--- src/hw/rtl/bleadv_ram.sv ---
`timescale 1ns / 1ps
// ----------------------------------------------------------------------------
// bleadv_ram: generic single-write, single-read RAM
// One write port, one read port with registered read data.
// ----------------------------------------------------------------------------
module bleadv_ram #(
	parameter int WIDTH = 8,
	parameter int DEPTH = 16
) (
	input  logic                                 clk,
	input  logic                                 we,
	input  logic [(DEPTH > 1 ? $clog2(DEPTH) : 1)-1:0] waddr,
	input  logic [WIDTH-1:0]                     wdata,
	input  logic                                 re,
	input  logic [(DEPTH > 1 ? $clog2(DEPTH) : 1)-1:0] raddr,
	output logic [WIDTH-1:0]                     rdata
);
	logic [WIDTH-1:0] mem_q [DEPTH];

	always_ff @(posedge clk) begin
		if (we) begin
			mem_q[waddr] <= wdata;
		end
		if (re) begin
			rdata <= mem_q[raddr];
		end
	end

endmodule

--- config.mk ---
export PLATFORM = sky130hd
export DESIGN_NAME = bleadv_ram
export DESIGN_NICKNAME = d
export VERILOG_FILES = /design/src/hw/rtl/bleadv_ram.sv
export SDC_FILE = /design/constraint.sdc
export NUM_CORES = 1
export LEC_CHECK = 0
export BUFFER_PORTS_ARGS = -buffer_cell sky130_fd_sc_hd__buf_2
export CAP_MARGIN = 20
export CORE_ASPECT_RATIO = 0.5
export CORE_MARGIN = 8
export CORE_UTILIZATION = 45
export CTS_CLUSTER_DIAMETER = 50
export DETAILED_ROUTE_END_ITERATION = 8
export GPL_ROUTABILITY_DRIVEN = 0
export PLACE_DENSITY_LB_ADDON = 0.1
export SLEW_MARGIN = 20
export SYNTH_ARGS = -nofsm -noshare
export SYNTH_HDL_FRONTEND = slang
export SYNTH_SLANG_ARGS = --single-unit
--- constraint.sdc ---
create_clock -name clk -period 4.8 [get_ports clk]
set_input_delay 1.2 -clock clk [delete_from_list [all_inputs] [get_ports clk]]
set_output_delay 1.2 -clock clk [all_outputs]
set_load 0.01 [all_outputs]
[After elaboration in Yosys (flattened, before gate mapping)]
Memory sizes are Yosys's and may differ from the RTL's. A register that Yosys moved wholly into a read port is not among the register bits.
Index checks and enable logic that the tools add are counted.
Operators by class
  bitwise operators: 0
  multiplexer cells: 2
  $add $sub $neg: 0
  div/mod/pow operators: 0
  eq/ne operators: 0
  multipliers: 0
  $lt $le $gt $ge: 0
  shift-type cells: 0
  reduce and logical (&&, ||, !) cells: 0
Operators with widths (number)
  1-bit two-way mux: 2
Word-level totals
  bits in registers: 0
  bits in latches: 0
  output and inout port bits: 8
  RAM bits: 128
  bits in read-only memories: 0
  logic and storage cells: 3
  memories: 1
Memories
  mem_q: depth 16, width 8, read ports 1, clocked after Yosys merged registers in 1, wr ports 1, RTL line 18  | logic [WIDTH-1:0] mem_q [DEPTH];

[Logic depth before layout (Yosys ltp)]
  word-level depth: 2
  gate-level depth with buffers: 5
  gate-level depth less buffers: 3

[Worst setup path after synthesis]
No wires, ideal clock.
  path type: input to register
  start point: in waddr[2] in the netlist's numbering
  end point: mem mem_q[0][0] (enable)
  arrival: 2310 ps
  cell stages on the path: 2
  buffers on the path: 0
  path slack: 2107 ps
  cell sequence: or3b_2 -> nor3_1
RTL lines
  start: declaration: RTL line 12  | input logic [(DEPTH > 1 ? $clog2(DEPTH) : 1)-1:0] waddr,
  end: declaration: RTL line 18
Straight into the memory's write port.

==> flow_summary.ini <==
[run_status]
status = finished, final reports clean

[logic_synthesis]
yosys-top-cells-area = sky130_fd_sc_hd__edfxtp_1 (78%), sky130_fd_sc_hd__mux4_2 (7.8%), sky130_fd_sc_hd__mux4_1 (7.0%)
ys_ff_latch = 136
synth_top_area_cell = sky130_fd_sc_hd__edfxtp_1
synthesis.nets = 248
mapped_cells = 229
synth_async_sr_flop_share = 0
synth_compound_area_frac = 0.0230
syn_avg_cell_area_um2 = 22.8
synth.cell_area_mm2 = 0.00523
synth_common_cells = sky130_fd_sc_hd__edfxtp_1 (136), sky130_fd_sc_hd__mux4_2 (18), sky130_fd_sc_hd__a22oi_1 (16)
synth_sequential_area_ratio = 0.781
yosys_most_used_dff = sky130_fd_sc_hd__edfxtp_1
yosys.cell_types.count = 18
arithmetic_cell_share_of_the_synthesized_area_counting_full_adders_half_adders_and_majority_gates = 0
synth_top_area_share = 0.781
yosys_warnings = 0
synth_top_family_by_area = multiplexers
cell_with_the_most_instances_after_synthesis = sky130_fd_sc_hd__edfxtp_1
synth_simple_gate_area_frac = 0.0314
synth-edff-count = 136
yosys-mux-area-fraction = 0.148
post_synth_xor_area_fraction = 0

[pwr]
p_leak_nw = 2.03
power.ir.vdd_worst_mv = 0.263
sw_frac_of_total = 0.192
net-switching-power_uw = 548
pwr-share-seq = 0.472
total_power_draw_mw = 2.85
clkPwrFrac = 0.485
p_per_area_mw_per_mm2 = 465
cellInternalPower_mw = 2.30
power.share.combinational = 0.043

[hold_path]
hold_path_end = rdata[5]$_DFFE_PP_
holdCritPathClass = flip-flop to flip-flop
whs_path_depth = 3
timing.hold.worst.start = mem_q[15][5]$_DFFE_PP_

[cells_and_area]
area.growth.synth_to_final_pct = 17.2
num_antenna_cells = 0
fin_cells = 425
finalInstanceArea_mm2 = 0.00613
final_core_utilization = 0.549
drive_gt1_frac = 0.282
nets = 287

[floorplan]
die_height_um = 92.2
num_io_pins = 27
core-area_mm2 = 0.0111
floorplan.die_area_mm2 = 0.0155
floorplan.die.width_um = 168
initial_core_util = 0.469
rows = 27

[worst_setup_path]
cpMaxStageDelayCell = sky130_fd_sc_hd__mux4_1
rr_startpoint = mem_q[3][7]$_DFFE_PP_
timing.critical_path.cells = buf_2 > buf_4 > mux4_1 > a22oi_1 > nand2_1
critical_path_arrival_ps = 2900
reg2reg_slack_ps = 3170
ff2ff_path_depth = 3
critical_path.n_buffers_inverters = 2
crit_path_max_fanout = 12
worst_setup_path_end_kind = flip-flop
cp.required_ps = 4950
rr_endpoint = rdata[7]$_DFFE_PP_
critical_path.max_stage_delay_ps = 570
critical_path.top_delay_family = buffers and inverters
path_class = primary input to flip-flop
sort_of_element_at_the_start_of_the_critical_path = primary input

[place]
placement.setup.worst_slack_ps = 1580
hpwlAfterDp_um = 6530
io_buffers = 26
dpl_cell_area_mm2 = 0.00549
dp_cells = 394

[timing]
slew_viol_final = 0
final.period_utilization = 0.573
max_slew.worst_pin.slew_ps = 963
setup-violations-final = 0
final.setup.tns_ps = 0
fin_crit_ps = 2750
rsz0062_at_grt = no
finClkSkew_ps = 8.49
slew_headroom = 0.356
achievable-frequency_ghz = 0.364
hold_worst_slack_ps = 754
layout_setup_ws_ps = 2050
final_hold_viol_count = 0

[detailed_routing]
drc = 0
postRouteAntennaNets = 0
finalWirelength_um = 10300
initialDrtViolationCount = 214
number_of_vias_in_the_routed_layout = 2434
route.detailed.wl_per_inst_um = 24.3
drt_pass1_iterations = 4
avgViaCountPerCell = 5.73

[cts]
cts_hold_buffers = 0
clock-root-buffer = sky130_fd_sc_hd__clkbuf_16
clock_sink_count = 136
post_cts.resized_instances = 0
tritoncts = yes
cts.clk_slew.worst_paths_ps = 60
clock_path_buffers = 2
clock_insertion_delay_worst_skew_ps = 410
cts.htree.levels = 4
cts_inserted_buffers = 17
cts_setup_buffers = 0

[grt]
gr-usage-all-layers = 0.140
antenna_found_initial = 1
total_congestion_overflow = 0
first_global_vias = 2508
grt_pass1_wl_um = 15400
largest_net_degree_at_the_start_of_global_routing = 33

[job]
timing.max_cap.violations = 0
[worst register-to-register path, stage by stage (launching register included)]
cell	delay, ps
sky130_fd_sc_hd__edfxtp_1	360
sky130_fd_sc_hd__mux4_2	480
sky130_fd_sc_hd__a22oi_1	390
sky130_fd_sc_hd__nand2_1	130
[placed cells by master (no fill, tap or decap)]
master,netlist,final
sky130_fd_sc_hd__a22oi_1,16,16
sky130_fd_sc_hd__and2_1,1,1
sky130_fd_sc_hd__and2b_1,1,1
sky130_fd_sc_hd__buf_2,3,26
sky130_fd_sc_hd__buf_4,1,4
sky130_fd_sc_hd__bufinv_16,0,5
sky130_fd_sc_hd__clkbuf_1,0,1
sky130_fd_sc_hd__clkbuf_16,0,17
sky130_fd_sc_hd__clkinv_1,0,2
sky130_fd_sc_hd__clkinv_2,0,1
sky130_fd_sc_hd__clkinv_4,0,3
sky130_fd_sc_hd__clkinvlp_4,0,2
sky130_fd_sc_hd__edfxtp_1,136,136
sky130_fd_sc_hd__mux4_1,14,14
sky130_fd_sc_hd__mux4_2,18,18
sky130_fd_sc_hd__nand2_1,9,9
sky130_fd_sc_hd__nand2b_1,2,2
sky130_fd_sc_hd__nand3_1,1,1
sky130_fd_sc_hd__nand3b_1,2,2
sky130_fd_sc_hd__nor2_1,13,13
sky130_fd_sc_hd__nor2b_1,1,1
sky130_fd_sc_hd__nor3_1,4,2
sky130_fd_sc_hd__nor3_2,0,2
sky130_fd_sc_hd__or3b_2,1,1
[layout make-up]
class	instances	area, um^2
clock buffers	18	429
clock inverters	13	204
fillers	862	5020
multi-input cells	83	1070
flip-flops and latches	136	4080
well taps	145	181
repair buffers	30	160
[sequential cells by signal, indices dropped and copies added (netlist names)]
| register | cells |
|---|---|
| mem_q | 128 |
| rdata | 8 |
[per-layer routing]
metal	vias up	share of wire	GRT usage
li1	1067	-	-
met1	1263	0.46	0.194
met4	2	0.015	0.0524
met2	84	0.43	0.199
met5	-	0.0013	0
met3	18	0.087	0.0526
[worst max path at each step]
stage	slack (ps)	depth (start not counted)	from	endpoint
floorplan	2110	2	waddr[2]	mem_q[0][0]$_DFFE_PP_
global placement	1610	5	raddr[0]	rdata[0]$_DFFE_PP_
detailed placement	1580	5	raddr[0]	rdata[5]$_DFFE_PP_
CTS	2020	5	raddr[0]	rdata[5]$_DFFE_PP_
global route	1960	5	raddr[0]	rdata[1]$_DFFE_PP_
finish	2050	5	raddr[0]	rdata[0]$_DFFE_PP_
[kinds of logic after synthesis]
logic type | after synthesis
AOI/OAI and AO/OA | 16
and+or+nand+nor | 35
buffers and inverters | 10
muxes | 32
DFF | 136
[power groups by stage]
stage | registers [mW] | logic (mW) | clock network, mW
detailed placement | 1.37 | 0.124 | 0
floorplan | 1.37 | 0.0675 | 0
CTS | 1.34 | 0.124 | 1.40
global placement | 1.37 | 0.121 | 0
finish | 1.34 | 0.122 | 1.38
global route | 1.35 | 0.132 | 1.45
Note: power is estimated with default switching activity, not from simulation.
