[src/hw/rtl/bleadv_pkg.sv]
`timescale 1ns / 1ps
// ----------------------------------------------------------------------------
// bleadv_pkg: shared types and codes of the advertiser table
// Opcodes, outcome codes, parser phases, report modes, FSM states, AD name types and the cell write command.
// ----------------------------------------------------------------------------
package bleadv_pkg;

	typedef enum logic [1:0] {
		OP_REPORT = 2'd0,
		OP_CLEAR  = 2'd1,
		OP_READ   = 2'd2,
		OP_NONE   = 2'd3
	} opcode_t;

	typedef enum logic [2:0] {
		OUT_UPDATED = 3'd0,
		OUT_ADDED   = 3'd1,
		OUT_DROPPED = 3'd2,
		OUT_READ    = 3'd3,
		OUT_RANGE   = 3'd4
	} outcome_t;

	typedef enum logic [2:0] {
		PH_IDLE = 3'd0,
		PH_LEN  = 3'd1,
		PH_TYPE = 3'd2,
		PH_NAME = 3'd3,
		PH_SKIP = 3'd4,
		PH_DONE = 3'd5
	} phase_t;

	typedef enum logic [1:0] {
		MODE_NONE    = 2'd0,
		MODE_UPDATED = 2'd1,
		MODE_ADDED   = 2'd2,
		MODE_DROPPED = 2'd3
	} mode_t;

	typedef enum logic [1:0] {
		ST_IDLE = 2'b01,
		ST_EXEC = 2'b10
	} state_t;

	localparam logic [7:0] AD_SHORT_NAME = 8'h08;
	localparam logic [7:0] AD_FULL_NAME  = 8'h09;

	// write command broadcast to the cell row
	typedef struct packed {
		logic add;       // load address and level, drop name
		logic set_level; // replace level
		logic set_name;  // mark named, load length
	} cell_cmd_t;

endpackage

[src/hw/rtl/bleadv_cell.sv]
`timescale 1ns / 1ps
// ----------------------------------------------------------------------------
// bleadv_cell: one table entry
// Holds address, level and name status; compares its address with the key.
// ----------------------------------------------------------------------------
module bleadv_cell #(
	parameter int IDX = 0,
	parameter int SW  = 6,
	parameter int LW  = 5
) (
	input  logic                  clk,
	input  logic                  arst_n,
	input  bleadv_pkg::cell_cmd_t cmd,
	input  logic [SW-1:0]         wr_slot,
	input  logic [47:0]           key,
	input  logic                  cmp_en,
	input  logic [7:0]            wr_level,
	input  logic [LW-1:0]         wr_len,
	input  logic [SW-1:0]         rd_slot,
	output logic                  match,
	output logic [47:0]           rd_addr,
	output logic [7:0]            rd_level,
	output logic                  rd_named,
	output logic [LW-1:0]         rd_len
);
	import bleadv_pkg::*;

	logic [47:0]   addr_q;
	logic [7:0]    level_q;
	logic          named_q;
	logic [LW-1:0] len_q;
	logic          match_q;
	logic          mine;
	logic          pick;

	assign mine = (wr_slot == SW'(IDX));
	assign pick = (rd_slot == SW'(IDX));

	always_ff @(posedge clk or negedge arst_n) begin
		if (!arst_n) begin
			match_q <= 1'b0;
		end else if (cmp_en) begin
			match_q <= (addr_q == key);
		end
	end

	always_ff @(posedge clk) begin
		if (mine && cmd.add) begin
			addr_q <= key;
		end
		if (mine && (cmd.add || cmd.set_level)) begin
			level_q <= wr_level;
		end
		if (mine && cmd.set_name) begin
			named_q <= 1'b1;
			len_q   <= wr_len;
		end else if (mine && cmd.add) begin
			named_q <= 1'b0;
			len_q   <= '0;
		end
	end

	assign match    = match_q;
	// drive the shared read bus only when selected
	assign rd_addr  = pick ? addr_q  : '0;
	assign rd_level = pick ? level_q : '0;
	assign rd_named = pick & named_q;
	assign rd_len   = pick ? len_q   : '0;

endmodule

[config.mk]
export PLATFORM = sky130hd
export DESIGN_NAME = bleadv_cell
export DESIGN_NICKNAME = d
export VERILOG_FILES = /design/src/hw/rtl/bleadv_pkg.sv /design/src/hw/rtl/bleadv_cell.sv
export SDC_FILE = /design/constraint.sdc
export NUM_CORES = 1
export LEC_CHECK = 0
export BUFFER_PORTS_ARGS = -buffer_cell sky130_fd_sc_hd__buf_4
export CAP_MARGIN = 0
export CORE_MARGIN = 4
export CORE_UTILIZATION = 40
export CTS_CLUSTER_DIAMETER = 200
export CTS_CLUSTER_SIZE = 12
export DETAILED_ROUTE_END_ITERATION = 8
export PLACE_DENSITY = 0.71
export SYNTH_ARGS = -nofsm -noshare
export SYNTH_HDL_FRONTEND = slang
export SYNTH_SLANG_ARGS = --single-unit
export TNS_END_PERCENT = 5
[constraint.sdc]
create_clock -name clk -period 4.4 [get_ports clk]
set_clock_uncertainty 0.2 [all_clocks]
set_input_delay 0.66 -clock clk [delete_from_list [all_inputs] [get_ports clk]]
set_output_delay 0.66 -clock clk [all_outputs]
set_load 0.03 [all_outputs]
### Yosys cells after proc, flatten, opt, wreduce, memory -nomap -nowiden

Cells that the tools add are included.

| storage, ports and cells | value |
|---|---|
| logic and storage cells | 19 |
| input bits | 79 |
| output and inout bits | 63 |
| register bits after elaboration | 63 |

| operators by class | value |
|---|---|
| bitwise logic cells | 1 |
| reduce and logical (&&, ||, !) cells | 7 |
| multiplexer cells | 5 |
| equal/unequal tests | 1 |

Operators by type and width:

| operator | count |
|---|---|
| 48-bit equality test | 1 |
| 48-bit two-way mux | 1 |
| 5-bit two-way mux | 3 |
| 6-bit logical NOT | 2 |
| 8-bit two-way mux | 1 |
| 1-bit logical AND | 3 |
| 2-bit nonzero test | 1 |
| 1-bit bitwise AND | 1 |
| 1-bit logical OR | 1 |

### Depth between registers and ports, before layout

| logic depth | value |
|---|---|
| depth in word-level cells | 4 |
| gate-level depth with buffers | 5 |

### Least setup slack after synthesis

No wires, ideal clock.

| path | value |
|---|---|
| kind | input to register |
| start point | input port wr_slot[3] |
| end point | register len_q[0], enable pin |
| data required time | 3.897 ns |
| library setup time | 0.303 ns |
| stages | 5 |
| slack | 1.067 ns |
| arrival time | 2.829 ns |
| cells stage by stage | or4_1 -> nor3_2 -> nand2_1 -> inv_1 -> or2_2 |

| between the ends | value |
|---|---|
| cells in the longest elaborated chain, start to end | 3 |
| elaborated cells on any way between the ends | 4 |

Ends and longest elaborated chain:

| item | line | text |
|---|---|---|
| start, declared | bleadv_cell.sv:14 | `input logic [SW-1:0] wr_slot,` |
| 6-bit logical NOT (*) | bleadv_cell.sv:36 | `assign mine = (wr_slot == SW'(IDX));` |
| 1-bit logical AND, on equally long branches | bleadv_cell.sv:54, bleadv_cell.sv:57 |  |
| 2-bit nonzero test (no source line) (*) | - |  |
| end signal, assigned | bleadv_cell.sv:56 | `len_q <= wr_len;` |
| end, declared | bleadv_cell.sv:31 | `logic [LW-1:0] len_q;` |

Every way passes the cells marked *; elsewhere a longest branch is shown, timed or not.
A chain may end at the register's enable or synchronous reset.

### Final worst setup path

| path | value |
|---|---|
| start point | input port rd_slot[1] |
| end point | output port rd_addr[31] |

| between the ends | value |
|---|---|
| cells in the longest elaborated chain, start to end | 2 |

Ends and longest elaborated chain:

| item | line | text |
|---|---|---|
| start, declared | bleadv_cell.sv:19 | `input logic [SW-1:0] rd_slot,` |
| 6-bit logical NOT | bleadv_cell.sv:37 | `assign pick = (rd_slot == SW'(IDX));` |
| 48-bit two-way mux | bleadv_cell.sv:65 | `assign rd_addr = pick ? addr_q : '0;` |
| end, declared | bleadv_cell.sv:21 | `output logic [47:0] rd_addr,` |

No other way between the ends.

==> impl_metrics.ini <==
[clock_network]
cts_tree = yes
clock-root-buffer = clkbuf_8
ctsResizeCount = 0
clock_sinks = 63
numCtsBuffers = 9
cts.htree.levels = 3
cts_buffer_depth = 2
path_clk_slew_ns = 0.06
insertion_delay_ns = 0.32

[placed_design]
gp_congestion = 0.848
dp_hpwl_um = 5510
placed_cells = 462
io_buffers = 141

[timing]
hold_violations = 0
period_needed_ns = 3.10
period_share_pct = 70.5
slew_viol_final = 0
rsz0062_at_grt = false
worst_pin_slew_ns = 0.696
finalSetupTns_ns = 0
finalSetupViolCount = 0
fmax_mhz = 322
slew_headroom_pct = 53.6

[route]
avgRoutedWirePerCell_um = 14.5
vias = 2227
dr.pass1.iters = 4
totalWireLength_um = 6950
drt_iter0_drc = 50
drtAntennaViolNets = 0
vias_per_cell = 4.65
drc = 0

[logic_synthesis]
synthArstFlopShare_pct = 1.59
synth_ff_type = edfxtp_1
yosys.area_share.simple_pct = 19.8
ys_seq_area_share_pct = 62.6
synthesis.area_um2 = 3000
synth-seq-cells = 63
synth_fa_ha_area_share_pct = 0
yosysUniqueCellTypes = 30
synth_top_family_by_area = simple AND/OR/NAND/NOR gates
synth-compound-area-share_pct = 3.71
synth_warnings = 0
synth.net_count = 305
synth.area.mux_share_pct = 0
synth_edf_count = 61
synth_xor_area_share_pct = 10.5
synth_area_per_cell_um2 = 13.3
syn_inst = 226

[hold_path]
min_path_type = reg -> reg

[pwr]
combPwrFrac_pct = 8.8
seq_power_share_pct = 52.4
p_switching_mw = 0.249
power_leakage_nw = 1.83
power_switching_share_pct = 19.6
internal_power_mw = 1.02
p_per_area_nw_per_um2 = 291
ir_drop_mv = 0.164
clock_power_share_pct = 38.8

[final_layout]
final_cell_mix = buf_4, edfxtp_1, and2_1
antennaDiodeCount = 0
num-fill-cells = 610
nNetsFinal = 454
drive_gt1_share_pct = 43.2
area_growth_pct = 45.3
layout.cells.most_common = buf_4
fin_cells = 479

[critical_path]
path_class = in -> out
crit_path_start = rd_slot[1]
endpoint_kind = output pin
r2r_end = match$_DFFE_PN0P_
start_kind = primary input
r2r_cells = 5
reg2reg_from = addr_q[21]$_DFFE_PP_
reg2reg_slack_ns = 2.62
arrival_ns = 2.24
worst-path-max-fanout = 58
crit_end = rd_addr[31]
crit_required_ns = 3.54

[global_routing]
grt_pass1_wl_um = 10600
antenna_found_initial = 0
grtUsageTotal_pct = 15.5
grt_overflow = 0
grt_pass1_vias = 2209
grt_max_degree = 59

[die]
io_pins = 142
core_area_um2 = 7250
dieArea_um2 = 8940
die_height_um = 94.6
dieWidth_um = 94.6
core.rowCount = 31
initial_core_util_pct = 41.3

[run_status]
outcome = complete, no violations

[job]
drv_cap = 0
-- power groups by stage --
stage	Sequential (mW)	Combinational [mW]	Clock, mW
6_report	0.666	0.111	0.493
2_1_floorplan	0.678	0.0373	0
3_3_place_gp	0.679	0.110	0
4_1_cts	0.666	0.113	0.506
5_1_grt	0.666	0.121	0.538
3_5_place_dp	0.679	0.112	0
-- synth_stat cells, drive strengths merged (2+ instances only) --
master | number | area [um2]
nor4 | 7 | 43.8
nor2b | 3 | 18.8
inv | 14 | 52.6
and2 | 59 | 369
buf | 3 | 33.8
o22ai | 6 | 37.5
nor2 | 2 | 7.51
or4 | 2 | 18.8
nor3 | 3 | 31.3
and3 | 5 | 31.3
xor2 | 4 | 35.0
clkbuf | 3 | 15.0
nand4 | 10 | 62.6
edfxtp | 61 | 1830
xnor2 | 32 | 280
-- worst min-delay path by stage --
stage | slack (ns) | cells past startpoint | from | end
floorplan | 0.16 | 0 | arst_n | match$_DFFE_PN0P_
global placement | 0.24 | 1 | arst_n | match$_DFFE_PN0P_
detailed placement | 0.23 | 1 | named_q$_SDFFE_PP1P_ | named_q$_SDFFE_PP1P_
CTS | 0.25 | 1 | named_q$_SDFFE_PP1P_ | named_q$_SDFFE_PP1P_
global route | 0.26 | 1 | named_q$_SDFFE_PP1P_ | named_q$_SDFFE_PP1P_
finish | 0.25 | 1 | named_q$_SDFFE_PP1P_ | named_q$_SDFFE_PP1P_
-- routing by layer --
metal  global-route usage (%)  share of wire [%]
met1                     18.2                 39
met5                        0                  0
met3                     3.59                8.9
met4                     7.81                2.3
met2                     26.5                 50
-- cell type report --
type | count | area, um2 | area share, %
Sequential cell | 63 | 1880 | 43.1
Timing Repair Buffer | 144 | 1080 | 24.9
Multi-Input combinational cell | 143 | 1020 | 23.4
Clock buffer | 12 | 155 | 3.56
Tap cell | 99 | 124 | 2.84
Inverter | 14 | 52.6 | 1.21
Clock inverter | 4 | 45.0 | 1.03
-- worst max-delay path, cell delays in order --
cell,delay [ns]
buf_4,0.11
or4_4,0.57
nor3_4,0.12
buf_4,0.39
and2_1,0.21
buf_4,0.16
-- flip-flops by register name, summed over array words and instances (netlist names) --
name and flops:
named_q 1, addr_q 48, level_q 8, match 1, len_q 5
-- metrics by stage --
stage / utilization, % / power [mW] / area, um2 / worst slack, ns / hold slack [ns]
floorplan: - / 0.715 / 3000 / 1.07 / 0.164
global placement: 57.2 / 0.789 / 4150 / 1.29 / 0.236
detailed placement: 57.2 / 0.791 / 4150 / 1.22 / 0.231
CTS: 60.1 / 1.28 / 4360 / 1.29 / 0.245
global route: 60.1 / 1.32 / 4360 / 1.20 / 0.256
finish: 60.1 / 1.27 / 4360 / 1.30 / 0.246
-- cells by family after synthesis --
logic type,count (synthesis)
AO/OA/AOI/OAI,14
flip-flops,63
buffers and inverters,20
XOR/XNOR,36
AND/OR/NAND/NOR,93
-- timing repair --
action / 4_1_cts / 5_1_grt
buffers inserted: 0 / 0
endpoints found under the setup margin: 0 / 0
hold endpoints to repair: 1 / 0
hold buffers: 1 / 0
No activity file was read; power rests on OpenSTA's default activity.
